`src/rtl/core/pwm_frequency_duty_meter_unit_defines.svh`:
```
// Assertion macros shared by the PWM frequency and duty meter RTL.
// No dependencies; included by the modules that carry assertions.
`ifndef PWM_FREQUENCY_DUTY_METER_UNIT_DEFINES_SVH
`define PWM_FREQUENCY_DUTY_METER_UNIT_DEFINES_SVH

// Concurrent check, sampled on the rising clock edge, off during reset.
`define PWMFDM_ASSERT(label, clk, rst, prop, msg) \
   label: assert property (@(posedge clk) disable iff (rst) (prop)) else $error(msg);

// Condition that must never be seen on a clock edge outside reset.
`define PWMFDM_NEVER(label, clk, rst, cond, msg) \
   `PWMFDM_ASSERT(label, clk, rst, !(cond), msg)

`endif

```
`src/rtl/core/pwmfdm_pkg.sv`:
```
// Package for the PWM frequency and duty meter: widths, constants, queue word type
// and the output clamp. No dependencies.
package pwmfdm_pkg;

   localparam int CNT_W    = 32;            // tick counter width, 16..48
   localparam int RATE_W   = 27;
   localparam int FREQ_W   = 8;
   localparam int DUTY_W   = 7;
   localparam int OUT_W    = 32;
   localparam int TOTAL_W  = CNT_W + 1;
   localparam int PROD_W   = CNT_W + DUTY_W;
   localparam int REM_W    = (CNT_W + 9 > RATE_W) ? CNT_W + 9 : RATE_W;
   localparam int QUO_W    = FREQ_W + 1;
   localparam int STEP_W   = $clog2(QUO_W);
   localparam int Q_DEPTH  = 4;
   localparam int Q_PTR_W  = $clog2(Q_DEPTH);
   localparam int Q_CNT_W  = Q_PTR_W + 1;

   localparam logic [CNT_W-1:0]  CNT_MAX     = {CNT_W{1'b1}};
   localparam logic [RATE_W-1:0] RATE_RESET  = RATE_W'(12000000);
   localparam logic [FREQ_W-1:0] FREQ_MAX    = 8'd255;
   localparam logic [DUTY_W-1:0] PERCENT     = 7'd100;
   localparam logic [OUT_W-1:0]  OUT_MAX     = 32'hFFFF_FFFF;
   localparam logic [STEP_W-1:0] FREQ_TOP    = STEP_W'(FREQ_W);
   localparam logic [STEP_W-1:0] DUTY_TOP    = STEP_W'(DUTY_W - 1);

   // One recorded edge as it travels from the front to the back.
   typedef struct packed {
      logic [CNT_W-1:0] high_time;
      logic [CNT_W-1:0] low_time;
      logic             have_high;
      logic             have_low;
   } meas_type;

   function automatic logic [OUT_W-1:0] clamp_out(input logic [CNT_W-1:0] v);
      logic [CNT_W:0] ext;
      ext = {1'b0, v};
      if (ext > (CNT_W + 1)'(OUT_MAX)) begin
         return OUT_MAX;
      end
      return OUT_W'(v);
   endfunction

endpackage

```
`src/rtl/core/pwmfdm_front.sv`:
```
// Front part: edge detection, saturating tick counter and phase recording.
// Depends on pwmfdm_pkg; pushes one meas_type word per recorded edge.
module pwmfdm_front
   import pwmfdm_pkg::*;
(
   input  logic     clock,
   input  logic     reset,
   input  logic     accept,
   input  logic     level,
   output logic     q_push,
   output meas_type q_word
);

   logic             prev_ff, prev_in;
   logic             started_ff, started_in;
   logic             awaiting_ff, awaiting_in;
   logic [CNT_W-1:0] cnt_ff, cnt_in;
   logic [CNT_W-1:0] high_ff, high_in;
   logic [CNT_W-1:0] low_ff, low_in;
   logic             have_high_ff, have_high_in;
   logic             have_low_ff, have_low_in;

   logic             rise, fall;
   logic [CNT_W-1:0] cnt_inc;

   assign rise    = level & ~prev_ff;
   assign fall    = ~level & prev_ff;
   assign cnt_inc = (cnt_ff < CNT_MAX) ? cnt_ff + CNT_W'(1) : cnt_ff;

   always_comb begin
      prev_in      = prev_ff;
      started_in   = started_ff;
      awaiting_in  = awaiting_ff;
      cnt_in       = cnt_ff;
      high_in      = high_ff;
      low_in       = low_ff;
      have_high_in = have_high_ff;
      have_low_in  = have_low_ff;
      q_push       = 1'b0;
      if (accept) begin
         prev_in = level;
         if (!started_ff) begin
            if (rise) begin
               started_in  = 1'b1;
               awaiting_in = 1'b1;
               cnt_in      = '0;
            end
         end else if (fall && awaiting_ff) begin
            high_in      = cnt_inc;
            have_high_in = 1'b1;
            awaiting_in  = 1'b0;
            cnt_in       = '0;
            q_push       = 1'b1;
         end else if (rise && !awaiting_ff) begin
            low_in      = cnt_inc;
            have_low_in = 1'b1;
            awaiting_in = 1'b1;
            cnt_in      = '0;
            q_push      = 1'b1;
         end else begin
            cnt_in = cnt_inc;
         end
      end
   end

   // The word carries the updated times so the back sees this edge's view.
   assign q_word = '{high_time: high_in, low_time: low_in,
                     have_high: have_high_in, have_low: have_low_in};

   always_ff @(posedge clock) begin
      if (reset) begin
         prev_ff      <= 1'b1;
         started_ff   <= 1'b0;
         awaiting_ff  <= 1'b0;
         cnt_ff       <= '0;
         high_ff      <= '0;
         low_ff       <= '0;
         have_high_ff <= 1'b0;
         have_low_ff  <= 1'b0;
      end else begin
         prev_ff      <= prev_in;
         started_ff   <= started_in;
         awaiting_ff  <= awaiting_in;
         cnt_ff       <= cnt_in;
         high_ff      <= high_in;
         low_ff       <= low_in;
         have_high_ff <= have_high_in;
         have_low_ff  <= have_low_in;
      end
   end

endmodule

```
`src/rtl/core/pwmfdm_queue.sv`:
```
// Short flip-flop queue of measurement words between front and back.
// Depends on pwmfdm_pkg.
module pwmfdm_queue
   import pwmfdm_pkg::*;
(
   input  logic     clock,
   input  logic     reset,
   input  logic     push,
   input  meas_type push_word,
   input  logic     pop,
   output meas_type pop_word,
   output logic     empty,
   output logic     full
);

   meas_type             slot_ff [Q_DEPTH];
   logic [Q_PTR_W-1:0]   wr_ptr_ff, wr_ptr_in;
   logic [Q_PTR_W-1:0]   rd_ptr_ff, rd_ptr_in;
   logic [Q_CNT_W-1:0]   count_ff, count_in;
   logic                 do_push, do_pop;

   assign empty    = (count_ff == Q_CNT_W'(0));
   assign full     = (count_ff == Q_CNT_W'(Q_DEPTH));
   assign do_push  = push & ~full;
   assign do_pop   = pop & ~empty;
   assign pop_word = slot_ff[rd_ptr_ff];

   always_comb begin
      wr_ptr_in = do_push ? wr_ptr_ff + Q_PTR_W'(1) : wr_ptr_ff;
      rd_ptr_in = do_pop  ? rd_ptr_ff + Q_PTR_W'(1) : rd_ptr_ff;
      count_in  = count_ff;
      if (do_push && !do_pop) begin
         count_in = count_ff + Q_CNT_W'(1);
      end else if (do_pop && !do_push) begin
         count_in = count_ff - Q_CNT_W'(1);
      end
   end

   always_ff @(posedge clock) begin
      if (do_push) begin
         slot_ff[wr_ptr_ff] <= push_word;
      end
   end

   always_ff @(posedge clock) begin
      if (reset) begin
         wr_ptr_ff <= '0;
         rd_ptr_ff <= '0;
         count_ff  <= '0;
      end else begin
         wr_ptr_ff <= wr_ptr_in;
         rd_ptr_ff <= rd_ptr_in;
         count_ff  <= count_in;
      end
   end

endmodule

```
`src/rtl/core/pwmfdm_back.sv`:
```
// Back part: serial divider for frequency and duty plus the one-word result register.
// Depends on pwmfdm_pkg and the assertion macros header.
`include "pwm_frequency_duty_meter_unit_defines.svh"

module pwmfdm_back
   import pwmfdm_pkg::*;
(
   input  logic              clock,
   input  logic              reset,
   input  logic [RATE_W-1:0] tick_rate,
   input  logic              q_empty,
   input  meas_type          q_word,
   output logic              q_pop,
   input  logic              rsp_pop,
   output logic              rsp_empty,
   output logic [FREQ_W-1:0] freq_hz,
   output logic [DUTY_W-1:0] duty_percent,
   output logic [OUT_W-1:0]  high_ticks,
   output logic [OUT_W-1:0]  low_ticks,
   output logic              measure_valid
);

   typedef enum logic [1:0] {
      ST_IDLE,
      ST_FREQ,
      ST_DUTY,
      ST_DONE
   } state_type;

   state_type            state_ff, state_in;
   meas_type             job_ff, job_in;
   logic [TOTAL_W-1:0]   total_ff, total_in;
   logic [PROD_W-1:0]    prod_ff, prod_in;
   logic [REM_W-1:0]     rem_ff, rem_in;
   logic [QUO_W-1:0]     quo_ff, quo_in;
   logic [STEP_W-1:0]    step_ff, step_in;
   logic [FREQ_W-1:0]    freq_ff, freq_in;
   logic [DUTY_W-1:0]    duty_ff, duty_in;
   logic                 out_vld_ff, out_vld_in;
   logic [FREQ_W-1:0]    o_freq_ff, o_freq_in;
   logic [DUTY_W-1:0]    o_duty_ff, o_duty_in;
   logic [OUT_W-1:0]     o_high_ff, o_high_in;
   logic [OUT_W-1:0]     o_low_ff, o_low_in;
   logic                 o_valid_ff, o_valid_in;

   logic [REM_W-1:0]     trial;
   logic                 ge;
   logic [QUO_W-1:0]     quo_step;
   logic                 job_valid;

   // One restoring step: divisor shifted to the current quotient bit.
   assign trial     = REM_W'(total_ff) << step_ff;
   assign ge        = (rem_ff >= trial);
   assign job_valid = job_ff.have_high & job_ff.have_low;

   always_comb begin
      quo_step = quo_ff;
      if (ge) begin
         quo_step[step_ff] = 1'b1;
      end
   end

   always_comb begin
      state_in   = state_ff;
      job_in     = job_ff;
      total_in   = total_ff;
      prod_in    = prod_ff;
      rem_in     = rem_ff;
      quo_in     = quo_ff;
      step_in    = step_ff;
      freq_in    = freq_ff;
      duty_in    = duty_ff;
      out_vld_in = out_vld_ff & ~rsp_pop;
      o_freq_in  = o_freq_ff;
      o_duty_in  = o_duty_ff;
      o_high_in  = o_high_ff;
      o_low_in   = o_low_ff;
      o_valid_in = o_valid_ff;
      q_pop      = 1'b0;
      case (state_ff)
         ST_IDLE: begin
            if (!q_empty) begin
               q_pop    = 1'b1;
               job_in   = q_word;
               total_in = TOTAL_W'(q_word.high_time) + TOTAL_W'(q_word.low_time);
               prod_in  = PROD_W'(q_word.high_time) * PROD_W'(PERCENT);
               rem_in   = REM_W'(tick_rate);
               quo_in   = '0;
               step_in  = FREQ_TOP;
               freq_in  = '0;
               duty_in  = '0;
               state_in = (q_word.have_high && q_word.have_low) ? ST_FREQ : ST_DONE;
            end
         end
         ST_FREQ: begin
            if (ge) begin
               rem_in = rem_ff - trial;
            end
            quo_in = quo_step;
            if (ge && step_ff == FREQ_TOP) begin
               // quotient reaches 256: saturate
               freq_in = FREQ_MAX;
            end else if (step_ff == '0) begin
               freq_in = quo_step[FREQ_W-1:0];
            end
            if ((ge && step_ff == FREQ_TOP) || step_ff == '0) begin
               rem_in   = REM_W'(prod_ff);
               quo_in   = '0;
               step_in  = DUTY_TOP;
               state_in = ST_DUTY;
            end else begin
               step_in = step_ff - STEP_W'(1);
            end
         end
         ST_DUTY: begin
            if (ge) begin
               rem_in = rem_ff - trial;
            end
            quo_in = quo_step;
            if (step_ff == '0) begin
               duty_in  = quo_step[DUTY_W-1:0];
               state_in = ST_DONE;
            end else begin
               step_in = step_ff - STEP_W'(1);
            end
         end
         ST_DONE: begin
            if (!out_vld_ff || rsp_pop) begin
               out_vld_in = 1'b1;
               o_freq_in  = freq_ff;
               o_duty_in  = duty_ff;
               o_high_in  = job_ff.have_high ? clamp_out(job_ff.high_time) : '0;
               o_low_in   = job_ff.have_low ? clamp_out(job_ff.low_time) : '0;
               o_valid_in = job_valid;
               state_in   = ST_IDLE;
            end
         end
         default: begin
            state_in = ST_IDLE;
         end
      endcase
   end

   always_ff @(posedge clock) begin
      if (reset) begin
         state_ff   <= ST_IDLE;
         out_vld_ff <= 1'b0;
      end else begin
         state_ff   <= state_in;
         out_vld_ff <= out_vld_in;
         job_ff     <= job_in;
         total_ff   <= total_in;
         prod_ff    <= prod_in;
         rem_ff     <= rem_in;
         quo_ff     <= quo_in;
         step_ff    <= step_in;
         freq_ff    <= freq_in;
         duty_ff    <= duty_in;
         o_freq_ff  <= o_freq_in;
         o_duty_ff  <= o_duty_in;
         o_high_ff  <= o_high_in;
         o_low_ff   <= o_low_in;
         o_valid_ff <= o_valid_in;
      end
   end

   assign rsp_empty     = ~out_vld_ff;
   assign freq_hz       = o_freq_ff;
   assign duty_percent  = o_duty_ff;
   assign high_ticks    = o_high_ff;
   assign low_ticks     = o_low_ff;
   assign measure_valid = o_valid_ff;

   `PWMFDM_NEVER(a_duty_range, clock, reset, out_vld_ff && o_duty_ff > PERCENT, "duty above 100")
   `PWMFDM_NEVER(a_invalid_zero, clock, reset,
                 out_vld_ff && !o_valid_ff && (o_freq_ff != '0 || o_duty_ff != '0),
                 "freq or duty nonzero on an incomplete measurement")
   `PWMFDM_ASSERT(a_pop_has_word, clock, reset, q_pop |-> !q_empty, "queue read while empty")
   `PWMFDM_ASSERT(a_done_loads, clock, reset,
                  (state_ff == ST_DONE && (!out_vld_ff || rsp_pop)) |=> out_vld_ff,
                  "finished word not loaded into result register")

endmodule

```
`src/rtl/core/pwm_frequency_duty_meter_unit.sv`:
```
// PWM frequency and duty meter, top level.
// Usage: one signal sample is pushed per timer tick on req_ (push/full).
// Recorded edges give result words on rsp_ (empty/pop); other samples give none.
// The first rising edge after reset only starts counting; each later falling
// edge records the high time, each rising edge the low time.
// The front takes one sample per cycle while req_full is low; recorded edges
// wait in a 4-word queue. The back works one word at a time: pop, 9 restoring
// divide steps for frequency and 7 for duty, then store; frequency division ends
// at a saturating first step, and an incomplete measurement skips the division.
// The sequential divider sets the sustained rate of recorded edges; samples
// without an edge are taken every cycle while req_full is low. With the back
// idle, rsp_empty goes low once an edge has passed queue, pop, divide and store.
// When the receiver does not pop, the result register holds, the back waits,
// the queue fills and req_full rises. csr_ writes set the tick rate; the user
// must make them only while the block is idle; the block does not enforce this.
// Reset (synchronous, active high) clears queue, counters and the result valid flag,
// and sets the tick rate to 12000000.
// Depends on pwmfdm_pkg, pwmfdm_front, pwmfdm_queue, pwmfdm_back.
module pwm_frequency_duty_meter_unit
   import pwmfdm_pkg::*;
(
   input  logic              clock,
   input  logic              reset,
   input  logic              req_push,
   output logic              req_full,
   input  logic              req_signal_level,
   output logic              rsp_empty,
   input  logic              rsp_pop,
   output logic [FREQ_W-1:0] rsp_freq_hz,
   output logic [DUTY_W-1:0] rsp_duty_percent,
   output logic [OUT_W-1:0]  rsp_high_ticks,
   output logic [OUT_W-1:0]  rsp_low_ticks,
   output logic              rsp_measure_valid,
   input  logic              csr_we,
   input  logic [RATE_W-1:0] csr_wdata
);

   logic [RATE_W-1:0] rate_ff;
   logic              accept;
   logic              q_push, q_pop, q_empty, q_full;
   meas_type          push_word, pop_word;

   always_ff @(posedge clock) begin
      if (reset) begin
         rate_ff <= RATE_RESET;
      end else if (csr_we) begin
         rate_ff <= csr_wdata;
      end
   end

   assign req_full = q_full;
   assign accept   = req_push & ~q_full;

   pwmfdm_front u_front (
      .clock  (clock),
      .reset  (reset),
      .accept (accept),
      .level  (req_signal_level),
      .q_push (q_push),
      .q_word (push_word)
   );

   pwmfdm_queue u_queue (
      .clock     (clock),
      .reset     (reset),
      .push      (q_push),
      .push_word (push_word),
      .pop       (q_pop),
      .pop_word  (pop_word),
      .empty     (q_empty),
      .full      (q_full)
   );

   pwmfdm_back u_back (
      .clock         (clock),
      .reset         (reset),
      .tick_rate     (rate_ff),
      .q_empty       (q_empty),
      .q_word        (pop_word),
      .q_pop         (q_pop),
      .rsp_pop       (rsp_pop),
      .rsp_empty     (rsp_empty),
      .freq_hz       (rsp_freq_hz),
      .duty_percent  (rsp_duty_percent),
      .high_ticks    (rsp_high_ticks),
      .low_ticks     (rsp_low_ticks),
      .measure_valid (rsp_measure_valid)
   );

endmodule
```
`config.mk`:
```
export PLATFORM = sky130hd
export DESIGN_NAME = pwm_frequency_duty_meter_unit
export DESIGN_NICKNAME = d
export VERILOG_FILES = /design/src/rtl/core/pwmfdm_pkg.sv /design/src/rtl/core/pwmfdm_front.sv /design/src/rtl/core/pwmfdm_queue.sv /design/src/rtl/core/pwmfdm_back.sv /design/src/rtl/core/pwm_frequency_duty_meter_unit.sv
export VERILOG_INCLUDE_DIRS = /design/src /design/src/rtl/core
export SDC_FILE = /design/constraint.sdc
export NUM_CORES = 1
export LEC_CHECK = 0
export BUFFER_PORTS_ARGS = -buffer_cell sky130_fd_sc_hd__clkbuf_2
export CAP_MARGIN = 20
export CORE_UTILIZATION = 30
export CTS_BUF_LIST = sky130_fd_sc_hd__clkbuf_16
export DETAILED_ROUTE_END_ITERATION = 8
export PLACE_DENSITY = 0.52
export SYNTH_ARGS = -nofsm -noshare
export SYNTH_HDL_FRONTEND = slang
export SYNTH_SLANG_ARGS = --single-unit
```
`constraint.sdc`:
```
create_clock -name clock -period 16.88 [get_ports clock]
set_input_delay 2.532 -clock clock [delete_from_list [all_inputs] [get_ports clock]]
set_output_delay 2.532 -clock clock [all_outputs]
set_load 0.02 [all_outputs]
```
==> reports/metrics.csv <==
metric,value,unit
leakage,14.5,nW
ys_seq_area_share,55.4,%
cts_tree,built,
synthDistinctLibCells,78,
synthFlopType,edfxtp_1,
max_freq,162,MHz
coreArea,114000,um^2
end_kind,flop,
drtIter0Drc,1497,
min_period,6.19,ns
insertion_delay,0.65,ns
cp.required,17.25,ns
synth-edff-count,545,
min_path_type,reg -> reg,
placed_cells,4368,
nets,3189,
rows,124,
skew,0.0327,ns
power.total,7.89,mW
maxCapViolCount,0,
ctsResizeCount,0,
wl_per_cell,18.9,um
syn-cell-area,34600,um^2
gr-total-overflow,0,
hpwlAfterDp,60.1,mm
post_cts.repair.setup_buffers,0,
io_pins,115,
grt_pass1_vias,21700,
rsz0062_at_grt,false,
grt_start_max_net_pins,62,
timing.rr.end,u_back.prod_ff[35],
viasPerCell,4.84,
port-buffer-count,114,
setup_slack,10.69,ns
post_synth.cell_area_avg,12.2,um^2
wl,85.4,mm
htree_num_levels,3,
ys_ff_latch,685,
grt_use_total,14.5,%
slowest_stage,mux4_2,
clock_sinks,685,
die_area,117000,um^2
drive_gt1_share,13.0,%
dieWidth,342,um
hold_end,u_back.duty_percent[6],
syn_nets,3083,
drv_slew,0,
slowest_delay,0.69,ns
cts_buffers,80,
relSlewSlack,31.3,%
place_congestion,0.844,
period_share,36.7,%
ff2ff_path_depth,18,
antenna_found_initial,6,
crit_chain,buf_4 > buf_4 > mux4_2 > ha_1 > ha_1 > inv_1 > fa_1 > inv_1 > ha_1 > a21oi_1 > nor2b_1 > o21ai_0 > nand2b_1 > o41ai_1 > a2bb2oi_1 > a31oi_1 > a31oi_1 > xnor2_1,
worstMarginPinSlew,1.03,ns
syn2layout_area_growth,13.8,%
hold_start,u_back.duty_ff[6],
root_buffer,clkbuf_16,
worst_ep_arrival_time,6.56,ns
die_h,342,um
irDropWorstVdd,0.0948,mV
whs_path_depth,0,
p_per_area,200,nW/um^2
final_hold_viol_count,0,
synthArstFlopShare,0,%
final_cell_mix,"545 x edfxtp_1, 204 x inv_1, 200 x nor2_1, 193 x nand2_1, 188 x ha_1",
firstDrtPassIters,6,
cts.hold.buffers_added,0,
setup_viol,0,
crit_fanout,31,
synthCells,2832,
clkTransAtPathRegs,0.06,ns
clock_path_buffers,3,
vias,21900,
final_cells,4518,
drc,0,
final_util,34.4,%
worst_path_most_repeated_cell,ha_1,
synth_warnings,0,
r2r_slack,10.69,ns
grt_first_pass_wirelength,131,mm
startpoint_type,flop,
final_common_cell,edfxtp_1,
outcome,completed,
tns,0,ns
initial_core_util,30.2,%
pre_cts_ws,10.65,ns
ant_nets,0,
worstSetupPathType,reg -> reg,
critical path, delay by kind of cell, from the launching register on:
kind	cells	cell delay (ns)
fa+ha+maj	4	1.46
mux	1	0.69
xor+xnor	1	0.08
simple gates	2	0.15
buf+inv	4	1.25
flops	1	0.49
compound gates	6	1.75
stage by stage:
step	hold slack, ns	cell area [um^2]
floorplan	0.400	34600
global placement	0.403	36800
detailed placement	0.405	36800
CTS	0.419	39400
global route	0.422	39400
finish	0.418	39400
worst max-delay path by stage:
stage | start | end | slack, ns | cells past startpoint
final | flop | u_back.prod_ff[35] | 10.69 | 18
after global routing | flop | u_back.prod_ff[35] | 10.19 | 18
after CTS | flop | u_back.prod_ff[35] | 10.62 | 18
after detailed placement | flop | u_back.prod_ff[35] | 10.65 | 18
after global placement | flop | u_back.prod_ff[35] | 10.66 | 18
after floorplan | reset | u_back.duty_percent[0] | 7.28 | 4
area by class of cell:
| type | count | area [um^2] |
|---|---|---|
| Clock buffer | 83 | 2080 |
| Inverter | 185 | 694 |
| Tap cell | 1512 | 1890 |
| Clock inverter | 66 | 477 |
| Fill cell | 11300 | 75000 |
| Timing Repair Buffer | 146 | 813 |
| Multi-Input combinational cell | 1840 | 14200 |
| Sequential cell | 685 | 19200 |
| Antenna cell | 1 | 2.50 |
flip-flops by register name (all words and copies together), names as in the netlist, 3 cells and up, named ones only:
register / flops
u_back.total_ff: 33
u_back.freq_hz: 8
u_back.rem_ff: 41
u_queue.count_ff: 3
rate_ff: 27
u_back.low_ticks: 32
u_back.quo_ff: 8
u_back.job_ff: 66
u_queue.slot_ff: 264
u_front.low_ff: 32
u_back.freq_ff: 8
u_front.cnt_ff: 32
u_back.duty_percent: 7
u_back.duty_ff: 7
u_back.step_ff: 4
u_back.high_ticks: 32
u_front.high_ff: 32
u_back.prod_ff: 34
kinds of logic (layout without fill, tap and decap cells):
logic type / Yosys count / after routing / synth area share, %
AO/OA/AOI/OAI: 571 / 571 / 10.6
XOR/XNOR: 127 / 127 / 3.22
adder cells (fa/ha/maj): 218 / 218 / 8.54
buffers and inverters: 307 / 480 / 3.51
flip-flops: 685 / 685 / 55.4
multiplexers: 168 / 168 / 7.93
other: 0 / 1 / 0
AND/OR/NAND/NOR: 756 / 756 / 10.8
cell usage after synthesis, drive strengths merged (5+ instances only):
cell,n,area [um^2]
a211o,14,123
a211oi,22,183
a21o,44,330
a21oi,161,813
a221o,26,260
a22oi,25,188
a31oi,16,100
and2,83,519
and3,15,93.8
buf,41,215
clkbuf,81,304
dfxtp,140,2800
edfxtp,545,16400
fa,30,601
ha,188,2350
inv,185,694
mux2,8,90.1
mux2i,76,761
mux4,84,1890
nand2,193,724
nand2b,20,125
nand3,32,165
nand4,29,194
nor2,203,764
nor2b,100,626
nor3,36,196
nor4,6,43.8
o21a,24,180
o21ai,167,836
o21bai,21,158
o31a,7,61.3
o31ai,9,81.3
o41ai,5,62.6
or2,10,62.6
or3,16,100
xnor2,88,771
xor2,39,342
routing by layer:
metal	vias up	wire length [um]	global-route usage, %	share of wire [%]
li1	10600	-	-	-
met1	10700	40800	20.5	48
met2	464	38700	22.9	45
met3	130	3580	2.01	4.2
met4	0	2370	4.74	2.8
met5	-	0	0	0
power by group:
part,internal [mW],switching (mW)
Clock,0.959,0.718
Sequential,2.18,0.106
Combinational,1.59,2.33
No activity file was read; power rests on OpenSTA's default activity.
